==> src/sv/bbt_pkg.sv <==
// Shared types and constants for the box bounds transform pipeline.
package bbt_pkg;

  localparam int DATA_W          = 32;
  localparam int NUM_AXES        = 3;
  localparam int NUM_COEF        = 4;
  localparam int ROW_W           = 2;
  localparam int PROD_W          = 2 * DATA_W;
  localparam int SUM_W           = PROD_W + 2;
  localparam int FRAC_BITS_DEF   = 16;
  localparam int COORD_WIDTH_DEF = 32;

  localparam logic OP_LOAD  = 1'b0;
  localparam logic OP_XFORM = 1'b1;

  typedef logic signed [DATA_W-1:0] coord_t;
  typedef logic signed [PROD_W-1:0] prod_t;
  typedef logic signed [SUM_W-1:0]  sum_t;
  typedef logic        [ROW_W-1:0]  row_t;

endpackage

==> src/sv/bbt_sum.sv <==
// Exact sum of the term extremes and the aligned translation per axis.
module bbt_sum #(
  parameter int FracBits = bbt_pkg::FRAC_BITS_DEF
) (
  input  logic            clk_i,
  input  logic            rst_ni,
  input  logic            valid_i,
  output logic            ready_o,
  input  bbt_pkg::prod_t  tmin_i [3][3],
  input  bbt_pkg::prod_t  tmax_i [3][3],
  input  bbt_pkg::coord_t trans_i [3],
  output logic            valid_o,
  input  logic            ready_i,
  output bbt_pkg::sum_t   smin_o [3],
  output bbt_pkg::sum_t   smax_o [3]
);
  import bbt_pkg::*;

  sum_t smin_d [NUM_AXES];
  sum_t smax_d [NUM_AXES];
  sum_t smin_q [NUM_AXES];
  sum_t smax_q [NUM_AXES];
  sum_t tr;
  logic valid_q;

  assign ready_o = !valid_q || ready_i;
  assign valid_o = valid_q;
  assign smin_o  = smin_q;
  assign smax_o  = smax_q;

  always_comb begin
    tr = '0;
    for (int a = 0; a < NUM_AXES; a++) begin
      tr        = sum_t'(trans_i[a]) <<< FracBits;
      smin_d[a] = sum_t'(tmin_i[a][0]) + sum_t'(tmin_i[a][1])
                + sum_t'(tmin_i[a][2]) + tr;
      smax_d[a] = sum_t'(tmax_i[a][0]) + sum_t'(tmax_i[a][1])
                + sum_t'(tmax_i[a][2]) + tr;
    end
  end

  always_ff @(posedge clk_i or negedge rst_ni) begin
    if (!rst_ni) begin
      valid_q <= 1'b0;
    end else if (ready_o) begin
      valid_q <= valid_i;
    end
  end

  always_ff @(posedge clk_i) begin
    if (ready_o && valid_i) begin
      smin_q <= smin_d;
      smax_q <= smax_d;
    end
  end

endmodule

==> config.mk <==
export PLATFORM = sky130hd
export DESIGN_NAME = bbt_sum
export DESIGN_NICKNAME = d
export VERILOG_FILES = /design/src/sv/bbt_pkg.sv /design/src/sv/bbt_sum.sv
export SDC_FILE = /design/constraint.sdc
export NUM_CORES = 2
export LEC_CHECK = 0
export BUFFER_PORTS_ARGS = -buffer_cell sky130_fd_sc_hd__buf_2
export CAP_MARGIN = 25
export CORE_AREA = 2 2 634 636
export DETAILED_ROUTE_END_ITERATION = 8
export DIE_AREA = 0 0 636 638
export GPL_TIMING_DRIVEN = 0
export PLACE_DENSITY_LB_ADDON = 0.25
export SYNTH_ARGS = -nofsm -noshare
export SYNTH_HDL_FRONTEND = slang
export SYNTH_SLANG_ARGS = --single-unit
==> constraint.sdc <==
create_clock -name clk_i -period 10.5 [get_ports clk_i]
set_input_delay 2.1 -clock clk_i [delete_from_list [all_inputs] [get_ports clk_i]]
set_output_delay 2.1 -clock clk_i [all_outputs]
set_load 0.01 [all_outputs]
# After elaboration in Yosys (flattened, before gate mapping)
# Index checks and enable logic that the tools add are counted.
# word_totals
reg_bits,397
in_bits,1252
elab_cells,28
# op_classes
add_sub_neg,18
reduce_logical,3
# op_table
operator,count
adder 65 x 64 -> 66 bit,6
adder 66 x 48 -> 66 bit,6
adder 64 x 64 -> 65 bit,6
logical AND 1 bit,1
logical NOT 1 bit,1
logical OR 1 bit,1

# Logic depth before layout (Yosys ltp)
# logic_depth
depth_word,3
mapped_depth,16

# Worst setup path after synthesis
# No wires, ideal clock.
# synth_timing
path_kind,in2reg
start,in ready_i
end,"reg smax_q, in the netlist smax_o[0] (enable)"
setup_time_ps,812
arrival_time_ps,11289
setup_slack_ps,-1600
cell_stages,2
n_path_buf,0
path_cell_list,nand2b_1 -> and2_1
# synth_between
elab_chain_len,2
# synth_rtl
item,line,text
"start, declared",bbt_sum.sv:13,"input logic ready_i,"
logical OR 1 bit,bbt_sum.sv:26,assign ready_o = !valid_q || ready_i;
logical AND 1 bit,bbt_sum.sv:51,if (ready_o && valid_i) begin
"end signal, assigned",bbt_sum.sv:53,smax_q <= smax_d;
"end, declared",bbt_sum.sv:22,sum_t smax_q [NUM_AXES];
# Every way passes these cells.
# A chain may end at the register's enable or synchronous reset.

==> impl_results.md <==
- Status: completed
- Synth Warn #: 0
- CP startpoint kind: primary input
- Hold buffers post-CTS: 0
- Core region area: 399000 sq um
- Most frequent cells in the layout: 2027 x inv_1, 1658 x buf_2, 684 x fa_1
- Share of post-route cells with drive strength above 1: 22.5%
- Ratio of total power to cell area: 204 nW/um^2
- Final instance area: 73400 sq um
- Initial antenna violation count: 154
- Post-Syn Area: 55700 sq um
- Syn nets: 8695
- Worst slew pin tran: 1140 ps
- DRT Pass-1 Iters: 5
- Max Root-Sink Buffers: 4
- Clock Pin Slew Worst Setup and Hold Paths: 60 ps
- Worst Path Required: 11090 ps
- Slew margin rel.: 23.4%
- Synth area leaders: fa_1 25%, edfxtp_1 21%, inv_1 14%
- Crit-path cells: buf_2, inv_1, fa_1, inv_1, ha_1, ha_1, clkbuf_1, nand4_1, o221ai_1, nand3b_1, nand4_1, nand3_1, or4_1, a311o_1, and2_1, o21ai_0, xor2_1
- Post-layout min period: 7760 ps
- Largest net degree at the start of global routing: 60
- Post-layout util: 18.4%
- Num rows: 232
- IO Pins: 1650
- Synth Register Bits: 397
- Crit. End Element: register
- CTS tree: done
- Worst hold slack: 547 ps
- Initial Utilization: 14.0%
- Share of the synthesized area in the top cell type: 24.6%
- Via-to-Cell Ratio: 3.75
- Hold Path Class: register to register
- Antenna Violating Nets Remaining: 0
- Inst Count DP: 13200
- Syn Area/Cell: 8.85 sq um
- Cells after synthesis: 6291
- DIE AREA: 406000 sq um
- Final setup TNS: 0 ps
- Clock sink total: 397
- Delay-heaviest family, CP: simple AND/OR/NAND/NOR gates
- Slew Viols, Final: 0
- RSZ-0062 raised after global routing: false
- GRT Util Overall: 15.4%
- Drt drc: 0
- Nets: 10400
- Vias post-DR: 50300
- Final Skew: 57.9 ps
- Hpwl dp: 295000 microns
- Later-pin clock latency in the skew report: 780 ps
- Slowest stage delay, CP: 800 ps
- Endpoints failing setup: 0
- Fmax: 129 MHz
- DR WL/cell: 24.0 microns
- Period utilization: 74.0%
- Distinct cells, synth: 77
- Seq/Total Area, Yosys: 21.4%
- Hold Vio Cnt, Final: 0
- WP data arrival: 8350 ps
- First-pass GRT wire length: 426000 microns
- Bufs and invs on worst path: 4
- Chip Height: 638 microns
- Port bufs: 1649
- Leak: 38.0 nW
- Initial detailed-routing violation count: 3357
- Most common cell after layout, fill and taps aside: inv_1
- Max cap viols: 0
- Filler Cell Count: 45400
- Resized cells post-CTS: 0
- Power after layout: 14.9 mW
- Post-synth ARST share: 0.252%
- Routability Congestion: 0.931
- Primary FF master, synth: edfxtp_1
- Vias in the first global route: 50700
- Critical Path Fanout Max: 7
- Cell Count, Final, Fillers Out: 13400
- Crit path kind: primary input to register
- Die width: 636 microns
- Area added between synthesis and finish: 31.8%
- Yosys top cell by area: fa_1
- Pre-CTS WS: 1890 ps
- Total CTS buffers: 72
- Grt ovf: 0
- Final Routed Wirelength: 322000 microns
- Min setup slack post-route: 2740 ps
- # Post-CTS Setup Buffers: 0
- H-tree Lvls: 3
- Area after DPL: 70900 sq um
- Root buffer cell: clkbuf_16
- Post-synth EDFFs: 396
- Worst vdd ir: 0.0988 mV
- CP max stage cell: o221ai_1
-- cell usage after synthesis (18+ instances only) --
cell type / count
inv_1: 2030
fa_1: 684
ha_1: 468
a21oi_1: 443
edfxtp_1: 396
a21o_1: 261
nand2_1: 248
xnor2_1: 231
o21ai_0: 229
nor2_1: 184
clkbuf_1: 144
xor2_1: 131
nand4_1: 105
o21bai_1: 84
nand3_1: 79
a31oi_1: 51
and3_1: 46
o21a_1: 38
a211oi_1: 32
nand2b_1: 32
nor2b_1: 32
nor3_1: 28
o31ai_1: 26
and2_1: 23
a21boi_0: 18
-- logic make-up (layout without fill, tap and decap cells) --
kind of cell | after synthesis | count (layout) | share of synthesized area (%)
other cells | 0 | 58 | 0
xor+xnor | 362 | 362 | 5.70
fa+ha+maj | 1152 | 1152 | 35.1
buf+inv | 2178 | 3976 | 14.7
compound gates | 1344 | 1344 | 15.5
flops | 397 | 397 | 21.4
simple gates | 858 | 858 | 7.61
-- state kept, by name, summed over array words and instances (netlist names) --
register and cells:
smax_o 198, smin_o 198, valid_o 1
-- worst min-delay path: cells and delay by family, from the launching register on --
kind,cells,cell delay [ps]
DFF,1,340
and+or+nand+nor,2,180
-- worst paths after layout --
check | from | endpoint | slack, ps | depth (start not counted)
worst max-delay path | tmax_i[399] | smax_o[190] | 2740 | 17
worst min-delay path | valid_o | valid_o | 550 | 2
worst max register to register | valid_o | smin_o[126] | 7530 | 6
worst min register to register | valid_o | valid_o | 550 | 2
max in group asynchronous | rst_ni | valid_o | 9340 | 1
min in group asynchronous | rst_ni | valid_o | 1080 | 1
-- final cells by class --
cell class | instances | area, sq um | area share, %
diodes | 58 | 145 | 0.198
plain buffers | 148 | 561 | 0.764
clock buffers | 85 | 1870 | 2.55
clock inverters | 38 | 437 | 0.595
inverters | 2030 | 7620 | 10.4
multi-input cells | 3716 | 35600 | 48.5
flip-flops and latches | 397 | 11900 | 16.2
well taps | 5265 | 6590 | 8.98
repair buffers | 1675 | 8630 | 11.8
-- routing by layer --
| layer | global-route usage, % | part of all wire (%) | vias up |
|---|---|---|---|
| met1 | 20.7 | 45 | 24900 |
| met3 | 3.88 | 7.2 | 300 |
| met4 | 3.00 | 2.1 | 46 |
| met5 | 0 | 0.093 | - |
| li1 | - | - | 23500 |
| met2 | 24.7 | 46 | 1547 |
-- power by group --
part | internal, mW | switching [mW]
logic | 3.38 | 6.25
registers | 2.66 | 0.149
clock network | 1.47 | 1.03
Power figures use the tool's default switching activity.
