<file path="config.mk">
export PLATFORM = sky130hd
export DESIGN_NAME = bbt_sat
export DESIGN_NICKNAME = d
export VERILOG_FILES = /design/src/sv/bbt_pkg.sv /design/src/sv/bbt_sat.sv
export SDC_FILE = /design/constraint.sdc
export NUM_CORES = 1
export LEC_CHECK = 0
export BUFFER_PORTS_ARGS = -buffer_cell sky130_fd_sc_hd__buf_4
export CORE_AREA = 8 8 223 225
export DETAILED_ROUTE_END_ITERATION = 6
export DIE_AREA = 0 0 231 233
export GPL_ROUTABILITY_DRIVEN = 0
export PLACE_DENSITY = 0.41
export SLEW_MARGIN = 30
export SYNTH_ARGS = -nofsm -noshare
export SYNTH_HDL_FRONTEND = slang
export SYNTH_SLANG_ARGS = --single-unit
export TNS_END_PERCENT = 1
</file>
<file path="constraint.sdc">
create_clock -name clk_i -period 15.5 [get_ports clk_i]
set_input_delay 0.775 -clock clk_i [delete_from_list [all_inputs] [get_ports clk_i]]
set_output_delay 0.775 -clock clk_i [all_outputs]
set_load 0.01 [all_outputs]
</file>
<file path="src/sv/bbt_pkg.sv">
// Shared types and constants for the box bounds transform pipeline.
package bbt_pkg;

  localparam int DATA_W          = 32;
  localparam int NUM_AXES        = 3;
  localparam int NUM_COEF        = 4;
  localparam int ROW_W           = 2;
  localparam int PROD_W          = 2 * DATA_W;
  localparam int SUM_W           = PROD_W + 2;
  localparam int FRAC_BITS_DEF   = 16;
  localparam int COORD_WIDTH_DEF = 32;

  localparam logic OP_LOAD  = 1'b0;
  localparam logic OP_XFORM = 1'b1;

  typedef logic signed [DATA_W-1:0] coord_t;
  typedef logic signed [PROD_W-1:0] prod_t;
  typedef logic signed [SUM_W-1:0]  sum_t;
  typedef logic        [ROW_W-1:0]  row_t;

endpackage

</file>
<file path="src/sv/bbt_sat.sv">
// Truncation, saturation and the output register.
module bbt_sat #(
  parameter int FracBits   = bbt_pkg::FRAC_BITS_DEF,
  parameter int CoordWidth = bbt_pkg::COORD_WIDTH_DEF
) (
  input  logic            clk_i,
  input  logic            rst_ni,
  input  logic            valid_i,
  output logic            ready_o,
  input  bbt_pkg::sum_t   smin_i [3],
  input  bbt_pkg::sum_t   smax_i [3],
  output logic            valid_o,
  input  logic            stall_i,
  output bbt_pkg::coord_t min_o [3],
  output bbt_pkg::coord_t max_o [3],
  output logic            sat_o
);
  import bbt_pkg::*;

  localparam int   SatW   = (CoordWidth < DATA_W) ? CoordWidth : DATA_W;
  localparam sum_t SatMax = (sum_t'(1) <<< (SatW - 1)) - sum_t'(1);
  localparam sum_t SatMin = -SatMax - sum_t'(1);

  coord_t min_d [NUM_AXES];
  coord_t max_d [NUM_AXES];
  coord_t min_q [NUM_AXES];
  coord_t max_q [NUM_AXES];
  sum_t   vmin;
  sum_t   vmax;
  logic   sat_d;
  logic   sat_q;
  logic   valid_q;

  assign ready_o = !valid_q || !stall_i;
  assign valid_o = valid_q;
  assign min_o   = min_q;
  assign max_o   = max_q;
  assign sat_o   = sat_q;

  always_comb begin
    sat_d = 1'b0;
    vmin  = '0;
    vmax  = '0;
    for (int a = 0; a < NUM_AXES; a++) begin
      vmin = smin_i[a] >>> FracBits;
      vmax = smax_i[a] >>> FracBits;
      if (vmin < SatMin) begin
        vmin  = SatMin;
        sat_d = 1'b1;
      end else if (vmin > SatMax) begin
        vmin  = SatMax;
        sat_d = 1'b1;
      end
      if (vmax > SatMax) begin
        vmax  = SatMax;
        sat_d = 1'b1;
      end else if (vmax < SatMin) begin
        vmax  = SatMin;
        sat_d = 1'b1;
      end
      min_d[a] = vmin[DATA_W-1:0];
      max_d[a] = vmax[DATA_W-1:0];
    end
  end

  always_ff @(posedge clk_i or negedge rst_ni) begin
    if (!rst_ni) begin
      valid_q <= 1'b0;
    end else if (ready_o) begin
      valid_q <= valid_i;
    end
  end

  always_ff @(posedge clk_i) begin
    if (ready_o && valid_i) begin
      min_q <= min_d;
      max_q <= max_d;
      sat_q <= sat_d;
    end
  end

  for (genvar a = 0; a < 3; a++) begin : g_chk
    assert property (@(posedge clk_i) disable iff (!rst_ni)
      valid_q |-> (min_q[a] <= max_q[a]))
      else $error("result minimum exceeds maximum");
  end

endmodule

</file>
# == After elaboration in Yosys (flattened, before gate mapping) ==
# Index checks and enable logic that the tools add are counted.
# Widths: inputs -> output; s select.
# op_classes
magnitude_cmp,12
mux,7
n_reduce_logical,5
# op_table
operator,count
$gt 50x32->1 const B,6
$lt 50x32->1 const B,6
$mux 32,6
$reduce_or 11->1,1
$logic_not 1->1,2
$logic_and 1x1->1,1
$logic_or 1x1->1,1
$mux 1,1
# word_totals
regBits,194
word_cells,32

# == Depth between registers and ports, before layout ==
# Gate-level depths: netlist (run 1).
# depth
ltp_word,3
depth_mapped,6
depth_no_buf,5

# == Least setup slack after synthesis (run 1) ==
# Ideal clock, no wire load.
# synth_path
path_kind,input to register
startpoint,in stall_i
endpoint,reg max_q (netlist bit max_o[0]) (enable)
setup_ns,0.578
t_arrival_ns,5.348
slack_ns,9.575
stages,2
cell_sequence,nand2_1 > and2_1
# synth_via
elab_chain_len,3
# synth_rtl
element,line_no,source
start: declaration,bbt_sat.sv:13,"input logic stall_i,"
$logic_not 1->1,bbt_sat.sv:34,assign ready_o = !valid_q || !stall_i;
$logic_or 1x1->1,bbt_sat.sv:34,
$logic_and 1x1->1,bbt_sat.sv:75,if (ready_o && valid_i) begin
end signal: assignment,bbt_sat.sv:77,max_q <= max_d;
end: declaration,bbt_sat.sv:27,coord_t max_q [NUM_AXES];
# No other way between the ends.
# A chain may end at the register's enable or synchronous reset.

# == Final worst setup path (run 1) ==
# layout_path
startpoint,in smax_i[116] (netlist name)
endpoint,"reg sat_q (netlist: sat_o), data pin"
# layout_via
elab_chain_len,2
elab_cells_between_ends,3
classes_between,order compare (2); reduce/logical (1)
# layout_rtl
element,line_no,source
start: declaration,bbt_sat.sv:11,"input bbt_pkg::sum_t smax_i [3],"
$gt 50x32->1 / $lt 50x32->1 (equally long branches),"bbt_sat.sv:54, bbt_sat.sv:57",
$reduce_or 11->1 (no line) (*),--,
end signal: assignment,bbt_sat.sv:78,sat_q <= sat_d;
end: declaration,bbt_sat.sv:31,logic sat_q;
# Every way passes the cells marked *; elsewhere a longest branch is shown, timed or not.

==> flow_summary.toml, run 1 <==
[timing]
final_min_period_over_clock_period_pct = 20.8
maxSlewViolCount = 0
final.min_clock_period_ns = 3.22
finalSetupViolations = 0
timing.final.hold_violations = 0
tns_ns = 0
max_clock_freq_mhz = 311
tightest_slew_ns = 0.767
finalClockSkew_ns = 0.0163
rsz0062_at_grt = "false"
slew_headroom_pct = 48.8

[worst_hold_path]
hold_path_class = "input port to flip-flop"

[critical_path]
worstPathArrival_ns = 3.45
slowest_delay_ns = 0.65
cp.required_ns = 15.73
cp_num_buf_inv = 3
cp_slowest_cell = "o41ai_4"
path_class = "input port to flip-flop"
path_cells = "buf_4, nor4_1, nand3_1, o41ai_4, buf_4, buf_4, nand4_1, or3_1"
cpMostUsedCell = "buf_4"
endpoint_kind = "flip-flop"
rrSetupSlack_ns = 12.85
crit_family = "simple AND/OR/NAND/NOR gates"
cp-start-kind = "input port"
cp_max_fo = 15

[pwr]
p_leak_nw = 5.64
seq_power_share_pct = 49.3
power_frac_clock_pct = 35.3
p_per_area_nw_per_um2 = 96.3
p_sw_mw = 0.327
comb_power_share_pct = 15.5
p_int_mw = 0.936
peakVddDrop_v = 0.0000627
sw_frac_of_total_pct = 25.9

[floorplan]
io_pins = 595
die_h_um = 233
core-area_um2 = 46100
chipWidth_um = 231
dieArea_um2 = 53800
fp-row-count = 79
initial_core_util_pct = 17.3

[clocking]
worstSkewPairLatency_ns = 0.48
cts_tree = "done"
cts_buffer_depth = 2
cts_post_setup_buffers_inserted = 0
cts_root_buffer = "clkbuf_16"
cts.repair.resized = 0
cts.clk_slew.worst_paths_ns = 0.08
cts_made_buffers = 17
ctsHtreeMaxLevel = 4
cts_sinks = 194

[place]
placed_area_um2 = 12600
port_buffers = 498
dp_hpwl_mm = 26.8

[synthesis]
synth_cells = 699
synth_compound_area_share_pct = 1.65
synth_cell_types = 20
ys_warn_count = 0
synth_ff_type = "edfxtp_1"
synth_top_family_by_area = "simple AND/OR/NAND/NOR gates"
netlist.area_leader.share_pct = 72.6
synth_area_um2 = 7980
synthMuxAreaShare_pct = 0
synthArstFlopShare_pct = 0.515
synth_area_leaders = "edfxtp_1, nand2_1, nor2_1"
postSynthAreaPerCell_um2 = 11.4
synth_seq_area_share_pct = 72.9
yosys.area_share.simple_pct = 23.2
synth_xor_area_share_pct = 0
synth_adder_area_share_pct = 0
synth_edf_count = 193
synthesis.nets = 1099
synth.largest_area_cell = "edfxtp_1"
synth_seq_cells = 194

[status]
run_status = "finished clean"

[routing]
first_pass_iters = 4
drc_errors = 0
vias = 7086
routedWlPerCell_um = 19.1
vias_per_cell = 3.91
initialDrtViolationCount = 326
wl_mm = 34.6
antenna_left = 0

[cells_and_area]
final_common_cell = "buf_4"
drive_gt1_share_pct = 46.2
design_area_um2 = 13100
fin_util_pct = 28.5
antenna_cells = 0
layout.nets = 1592
layout_common_cells = "buf_4, nand2_1, edfxtp_1, nor2_1, nand4_1"
syn_to_final_growth_pct = 64.5

[grt]
grt_remaining_overflow = 0
grt_pass1_wl_mm = 49.1
antenna_found_initial = 4
grt_pass1_vias = 7519
grt_usage_pct = 12.5
grt_max_degree = 73

[flow_run]
max-cap-violations = 0
-- through the flow --
step | power [mW] | instances | worst slack [ns] | hold slack (ns)
after detailed placement | 0.836 | 1779 | 11.68 | 0.536
final | 1.26 | 1812 | 12.28 | 0.497
after CTS | 1.30 | 1812 | 12.25 | 0.440
after global placement | 0.833 | 1777 | 11.50 | 0.514
after floorplan | 0.701 | 699 | 9.57 | 0.479
after global routing | 1.32 | 1812 | 12.05 | 0.455
-- synthesized netlist by cell type (4+ instances only) --
cell type and n:
o21ai_1 5, clkbuf_1 42, nand4_1 26, nor4_1 19
nand3_1 5, or4_1 11, o41ai_2 4, nand2_1 317
edfxtp_1 193, nor2_1 63, inv_1 5
-- layout make-up --
| cell class | count | area (um^2) |
|---|---|---|
| fill | 4919 | 32900 |
| sequential | 194 | 5820 |
| timing repair buffer | 516 | 3880 |
| multi-input combinational | 458 | 2090 |
| tap | 607 | 759 |
| clock buffer | 18 | 429 |
| clock inverter | 14 | 131 |
| inverter | 5 | 18.8 |
-- power groups by stage --
stage / Combinational, mW / Clock, mW / Sequential, mW
2_1_floorplan: 0.0466 / 0 / 0.655
3_3_place_gp: 0.200 / 0 / 0.634
3_5_place_dp: 0.201 / 0 / 0.635
4_1_cts: 0.201 / 0.471 / 0.623
5_1_grt: 0.215 / 0.483 / 0.626
6_report: 0.195 / 0.446 / 0.623
-- logic make-up (layout without fill, tap and decap cells) --
logic type	after synthesis	after routing
and+or+nand+nor	446	446
DFF	194	194
buffers and inverters	47	553
AOI/OAI and AO/OA	12	12
-- worst reg2reg max path, cell delays in order, from the launching register on --
cell	delay (ns)
dfrtp_1	0.38
nand2_1	0.10
and2_4	0.31
buf_4	0.63
buf_4	0.80
-- per-layer routing --
metal | GRT usage, % | up-vias | part of all wire [%]
met2 | 20.7 | 354 | 48
met5 | 0 | - | 0.078
met4 | 4.26 | 4 | 1.5
met3 | 7.33 | 29 | 12
met1 | 13.3 | 3301 | 38
li1 | - | 3398 | -
-- final timing paths --
check                               startpoint                      end  depth (start not counted)
hold / removal                         valid_i      valid_o$_DFFE_PN0N_                          2
setup reg to reg           valid_o$_DFFE_PN0N_  max_o[78]$_SDFFCE_PN1P_                          4
setup / recovery                   smax_i[116]      sat_o$_SDFFCE_PP1P_                          8
hold reg to reg            valid_o$_DFFE_PN0N_      valid_o$_DFFE_PN0N_                          2
max in group asynchronous               rst_ni      valid_o$_DFFE_PN0N_                          2
min in group asynchronous               rst_ni      valid_o$_DFFE_PN0N_                          2
-- timing repair --
item,CTS,global route
hold buffers,1,0
hold endpoints to repair,1,0
endpoints found under the setup margin,0,0
-- state kept, by name, summed over array words and instances (netlist names) --
name / cells
min_o: 96
sat_o: 1
max_o: 96
valid_o: 1
Power figures use the tool's default switching activity.
==> run 2, diff against run 1 <==
--- a/config.mk
+++ b/config.mk
@@ -6,11 +6,11 @@
 export NUM_CORES = 1
 export LEC_CHECK = 0
 export BUFFER_PORTS_ARGS = -buffer_cell sky130_fd_sc_hd__buf_4
-export CORE_AREA = 8 8 223 225
+export CORE_AREA = 8 8 225 227
 export DETAILED_ROUTE_END_ITERATION = 6
-export DIE_AREA = 0 0 231 233
+export DIE_AREA = 0 0 233 235
 export GPL_ROUTABILITY_DRIVEN = 0
-export PLACE_DENSITY = 0.41
+export PLACE_DENSITY = 0.42
 export SLEW_MARGIN = 30
 export SYNTH_ARGS = -nofsm -noshare
 export SYNTH_HDL_FRONTEND = slang
==> constraint.sdc (replaced) <==
create_clock -name clk_i -period 2.6 [get_ports clk_i]
set_input_delay 0.13 -clock clk_i [delete_from_list [all_inputs] [get_ports clk_i]]
set_output_delay 0.13 -clock clk_i [all_outputs]
set_load 0.01 [all_outputs]
==> flow_summary.toml, run 2 (synthesis gave the netlist of run 1 again) <==
[routing]
drc_errors = 0
initialDrtViolationCount = 351
routedWlPerCell_um = 18.2
antenna_left = 0
wl_mm = 36.7
vias_per_cell = 3.90
vias = 7895
first_pass_iters = 4

[critical_path]
cp_max_fo = 2
path_cells = "buf_4, nor4_1, nand3_1, o41ai_4, nand4bb_1, or3_1"
endpoint_kind = "flip-flop"
critPathLaunch = "smax_i[182]"
r2r-start = "valid_o$_DFFE_PN0N_"
cp.required_ns = 2.82
worstPathArrival_ns = 2.02
path_class = "input port to flip-flop"
cp_slowest_cell = "nor4_1"
slowest_delay_ns = 0.55
cp-start-kind = "input port"

[pwr]
seq_power_share_pct = 47.3
peakVddDrop_v = 0.000346
p_per_area_nw_per_um2 = 516
sw_frac_of_total_pct = 25.1
power_frac_clock_pct = 34.1
p_int_mw = 5.87
p_leak_nw = 6.51
comb_power_share_pct = 18.5
p_sw_mw = 1.97

[flow_run]
max-cap-violations = 0

[floorplan]
fp-row-count = 80
core-area_um2 = 47100
initial_core_util_pct = 16.9
io_pins = 595
chipWidth_um = 233
die_h_um = 235
dieArea_um2 = 54800

[cells_and_area]
syn_to_final_growth_pct = 90.2
final_common_cell = "buf_4"
layout_common_cells = "buf_4, nand2_1, dlygate4sd3_1, edfxtp_1, nor2_1"
drive_gt1_share_pct = 39.7
layout.nets = 1792

[timing]
tns_ns = 0
rsz0062_at_grt = "false"
final.min_clock_period_ns = 1.80
timing.final.hold_violations = 0
whs_ns = 0.187
max_clock_freq_mhz = 556
slew_headroom_pct = 60.1
maxSlewViolCount = 0
tightest_slew_ns = 0.593
final_min_period_over_clock_period_pct = 69.2
finalClockSkew_ns = 0.00713
finalSetupViolations = 0

[grt]
grt_max_degree = 50
grt_remaining_overflow = 0
grt_pass1_vias = 8750
antenna_found_initial = 4
grt_usage_pct = 13.2
grt_pass1_wl_mm = 53.5

[clocking]
cts.repair.resized = 0
cts_made_buffers = 17
worstSkewPairLatency_ns = 0.47
cts_tree = "done"
ctsHtreeMaxLevel = 4
cts_sinks = 194
cts.clk_slew.worst_paths_ns = 0.07
cts_root_buffer = "clkbuf_16"
cts_buffer_depth = 2

[place]
port_buffers = 498
dp_hpwl_mm = 28.1

[worst_hold_path]
min_from = "smax_i[127]"
hold_path_class = "input port to flip-flop"

[status]
run_status = "finished clean"
-- run 2: cell types whose count changed in the layout (fill, tap and decap cells not counted), sizes merged --
cell         previous run  this run
dlygate4sd3             1       196
buf                   515       520
clkinvlp                4         0
diode                   0         4
clkbuf                 18        21
inv                     9         7
bufinv                  1         2
clkinv                  5         6
-- run 2: critical path, delay by kind of cell --
family	cells	cell delay (ns)
simple gates	4	1.43
compound gates	1	0.34
buf+inv	1	0.12
-- run 2: layer usage --
metal | GRT usage (%) | part of all wire (%) | vias to the layer above
li1 | - | - | 3805
met1 | 14.0 | 39 | 3704
met2 | 22.6 | 49 | 351
met3 | 6.21 | 10 | 35
met4 | 4.63 | 2.0 | 0
met5 | 0 | 0 | -
-- run 2: cell type report --
cell class	instances	area [um^2]
fill	4868	32000
sequential	194	5820
clock buffer	21	440
tap	615	769
inverter	5	18.8
antenna	4	10.0
clock inverter	10	110
multi-input combinational	458	2070
timing repair buffer	716	5940
-- run 2: power by group through the flow --
stage	registers, mW	logic, mW	clock network (mW)
2_1_floorplan	3.88	0.279	0
3_3_place_gp	3.77	1.23	0
3_5_place_dp	3.78	1.24	0
4_1_cts	3.71	1.49	2.82
5_1_grt	3.73	1.58	2.91
6_report	3.71	1.45	2.67
-- run 2: what timing repair did --
action	CTS	global route
hold buffers	196	0
setup buffers	0	0
endpoints found under the hold margin	194	0
-- run 2: path summary, 6_finish.rpt --
path / end / slack [ns] / depth (start not counted)
min in group asynchronous: valid_o$_DFFE_PN0N_ / 0.51 / 3
hold / removal: sat_o$_SDFFCE_PP1P_ / 0.19 / 4
max in group asynchronous: valid_o$_DFFE_PN0N_ / 1.98 / 3
setup / recovery: sat_o$_SDFFCE_PP1P_ / 0.80 / 6
hold reg to reg: min_o[81]$_SDFFCE_PP0P_ / 1.05 / 2
setup reg to reg: max_o[85]$_SDFFCE_PN1P_ / 0.82 / 3
-- run 2: through the flow --
stage,setup WS [ns],util [%],area (um^2),total power [mW],cells
floorplan,0.211,-,7980,4.16,699
global placement,0.263,26.9,12700,5.01,1792
detailed placement,0.246,26.9,12700,5.02,1792
CTS,0.802,32.2,15200,8.03,2019
global route,0.716,32.2,15200,8.22,2022
finish,0.801,32.2,15200,7.84,2023
==> run 3, diff against run 2 <==
--- a/config.mk
+++ b/config.mk
@@ -6,11 +6,11 @@
 export NUM_CORES = 1
 export LEC_CHECK = 0
 export BUFFER_PORTS_ARGS = -buffer_cell sky130_fd_sc_hd__buf_4
-export CORE_AREA = 8 8 225 227
+export CORE_AREA = 8 8 223 225
 export DETAILED_ROUTE_END_ITERATION = 6
-export DIE_AREA = 0 0 233 235
+export DIE_AREA = 0 0 231 233
 export GPL_ROUTABILITY_DRIVEN = 0
-export PLACE_DENSITY = 0.42
+export PLACE_DENSITY = 0.41
 export SLEW_MARGIN = 30
 export SYNTH_ARGS = -nofsm -noshare
 export SYNTH_HDL_FRONTEND = slang
==> constraint.sdc (replaced) <==
create_clock -name clk_i -period 1.8 [get_ports clk_i]
set_input_delay 0.09 -clock clk_i [delete_from_list [all_inputs] [get_ports clk_i]]
set_output_delay 0.09 -clock clk_i [all_outputs]
set_load 0.01 [all_outputs]
==> flow_summary.toml, run 3 (synthesis gave the netlist of run 1 again) <==
[timing]
slew_headroom_pct = 66.2
finalSetupViolations = 0
tightest_slew_ns = 0.503
whs_ns = 0.224
max_clock_freq_mhz = 595
rsz0062_at_grt = "false"
timing.final.hold_violations = 0
maxSlewViolCount = 0
final.min_clock_period_ns = 1.68
final_min_period_over_clock_period_pct = 93.4
finalClockSkew_ns = 0.00862

[routing]
first_pass_iters = 4
initialDrtViolationCount = 345
vias = 7974
vias_per_cell = 3.91
wl_mm = 37.1
antenna_left = 0
routedWlPerCell_um = 18.2
drc_errors = 0

[floorplan]
fp-row-count = 79
die_h_um = 233
io_pins = 595
dieArea_um2 = 53800
core-area_um2 = 46100
initial_core_util_pct = 17.3
chipWidth_um = 231

[worst_hold_path]
min_from = "smax_i[182]"
hold_path_class = "input port to flip-flop"

[clocking]
cts_tree = "done"
cts_post_setup_buffers_inserted = 0
cts.clk_slew.worst_paths_ns = 0.07
cts_buffer_depth = 2
cts_made_buffers = 17
ctsHtreeMaxLevel = 4
worstSkewPairLatency_ns = 0.47
cts_root_buffer = "clkbuf_16"
cts_sinks = 194

[critical_path]
endpoint_kind = "flip-flop"
worstPathArrival_ns = 1.90
critPathLaunch = "smax_i[120]"
cp-start-kind = "input port"
crit_end = "sat_o$_SDFFCE_PP1P_"
rrSetupSlack_ns = 0.32
cp.required_ns = 2.02
r2r_end = "min_o[50]$_SDFFCE_PP0P_"
r2r-start = "valid_o$_DFFE_PN0N_"
ff2ff_path_depth = 4
cp_max_fo = 3
path_class = "input port to flip-flop"

[grt]
antenna_found_initial = 2
grt_pass1_wl_mm = 54.5
grt_remaining_overflow = 0
grt_usage_pct = 13.7
grt_max_degree = 41
grt_pass1_vias = 8760

[cells_and_area]
fill_cells = 4749
layout.nets = 1820
layout_common_cells = "buf_4, nand2_1, dlygate4sd3_1, edfxtp_1, nor2_1"
regArea_um2 = 5820
antenna_cells = 0
syn_to_final_growth_pct = 93.7
final_common_cell = "buf_4"
drive_gt1_share_pct = 41.2
finalNonFillerCells = 2040
multiInputGateArea_um2 = 2090

[pwr]
p_leak_nw = 6.67
peakVddDrop_v = 0.000535
p_per_area_nw_per_um2 = 748

[place]
placed_cells = 1812
dp_hpwl_mm = 28.8
port_buffers = 498

[status]
run_status = "finished clean"

[flow_run]
max-cap-violations = 0
run 3: final cells by class:
cell class                      instances  area share (%)
Clock buffer                           19            2.80
Tap cell                              607            4.91
Timing Repair Buffer                  744            40.0
Clock inverter                         13            1.03
Multi-Input combinational cell        458            13.5
Inverter                                5           0.121
Sequential cell                       194            37.7
run 3: timing repair:
action	4_1_cts	5_1_grt
hold endpoints to repair	194	0
resized for setup	1	0
hold buffers	196	0
setup endpoints to repair	25	0
run 3: worst min path at each step:
stage	endpoint	slack, ns	depth (start not counted)
floorplan	valid_o$_DFFE_PN0N_	-0.21	0
global placement	valid_o$_DFFE_PN0N_	-0.13	1
detailed placement	valid_o$_DFFE_PN0N_	-0.13	1
CTS	sat_o$_SDFFCE_PP1P_	0.18	5
global route	min_o[79]$_SDFFCE_PP0P_	0.22	4
finish	sat_o$_SDFFCE_PP1P_	0.22	5
run 3: layer usage:
layer / global-route usage [%] / vias up / wire length (um)
met5: 0 / - / 26
met4: 4.81 / 4 / 602
met3: 6.69 / 31 / 3910
met2: 22.9 / 366 / 17900
met1: 14.9 / 3720 / 14600
li1: - / 3853 / -
run 3: where the power goes:
| part | internal (mW) | switching, mW | total [mW] |
|---|---|---|---|
| clock | 2.19 | 1.85 | 4.04 |
| sequential | 5.29 | 0.0709 | 5.36 |
| combinational | 1.20 | 0.957 | 2.16 |
| total | 8.68 | 2.88 | 11.6 |
run 3: stage by stage:
| step | TNS [ns] | instance area [um^2] | total power, mW | worst slack, ns | utilization, % |
|---|---|---|---|---|---|
| CTS | 0 | 15500 | 11.8 | 0.145 | 33.6 |
| global route | 0 | 15500 | 12.1 | 0.0612 | 33.6 |
| floorplan | -103.53 | 7990 | 6.00 | -0.536 | - |
| detailed placement | -32.12 | 12900 | 7.31 | -0.641 | 28.0 |
| global placement | -32.97 | 12900 | 7.29 | -0.686 | 28.0 |
| finish | 0 | 15500 | 11.6 | 0.119 | 33.6 |
run 3: critical path: stages:
cell	delay (ns)
buf_4	0.13
nor4_2	0.50
buf_4	0.22
nand3_1	0.12
o41ai_4	0.23
buf_4	0.18
nand4_1	0.08
or3_1	0.35
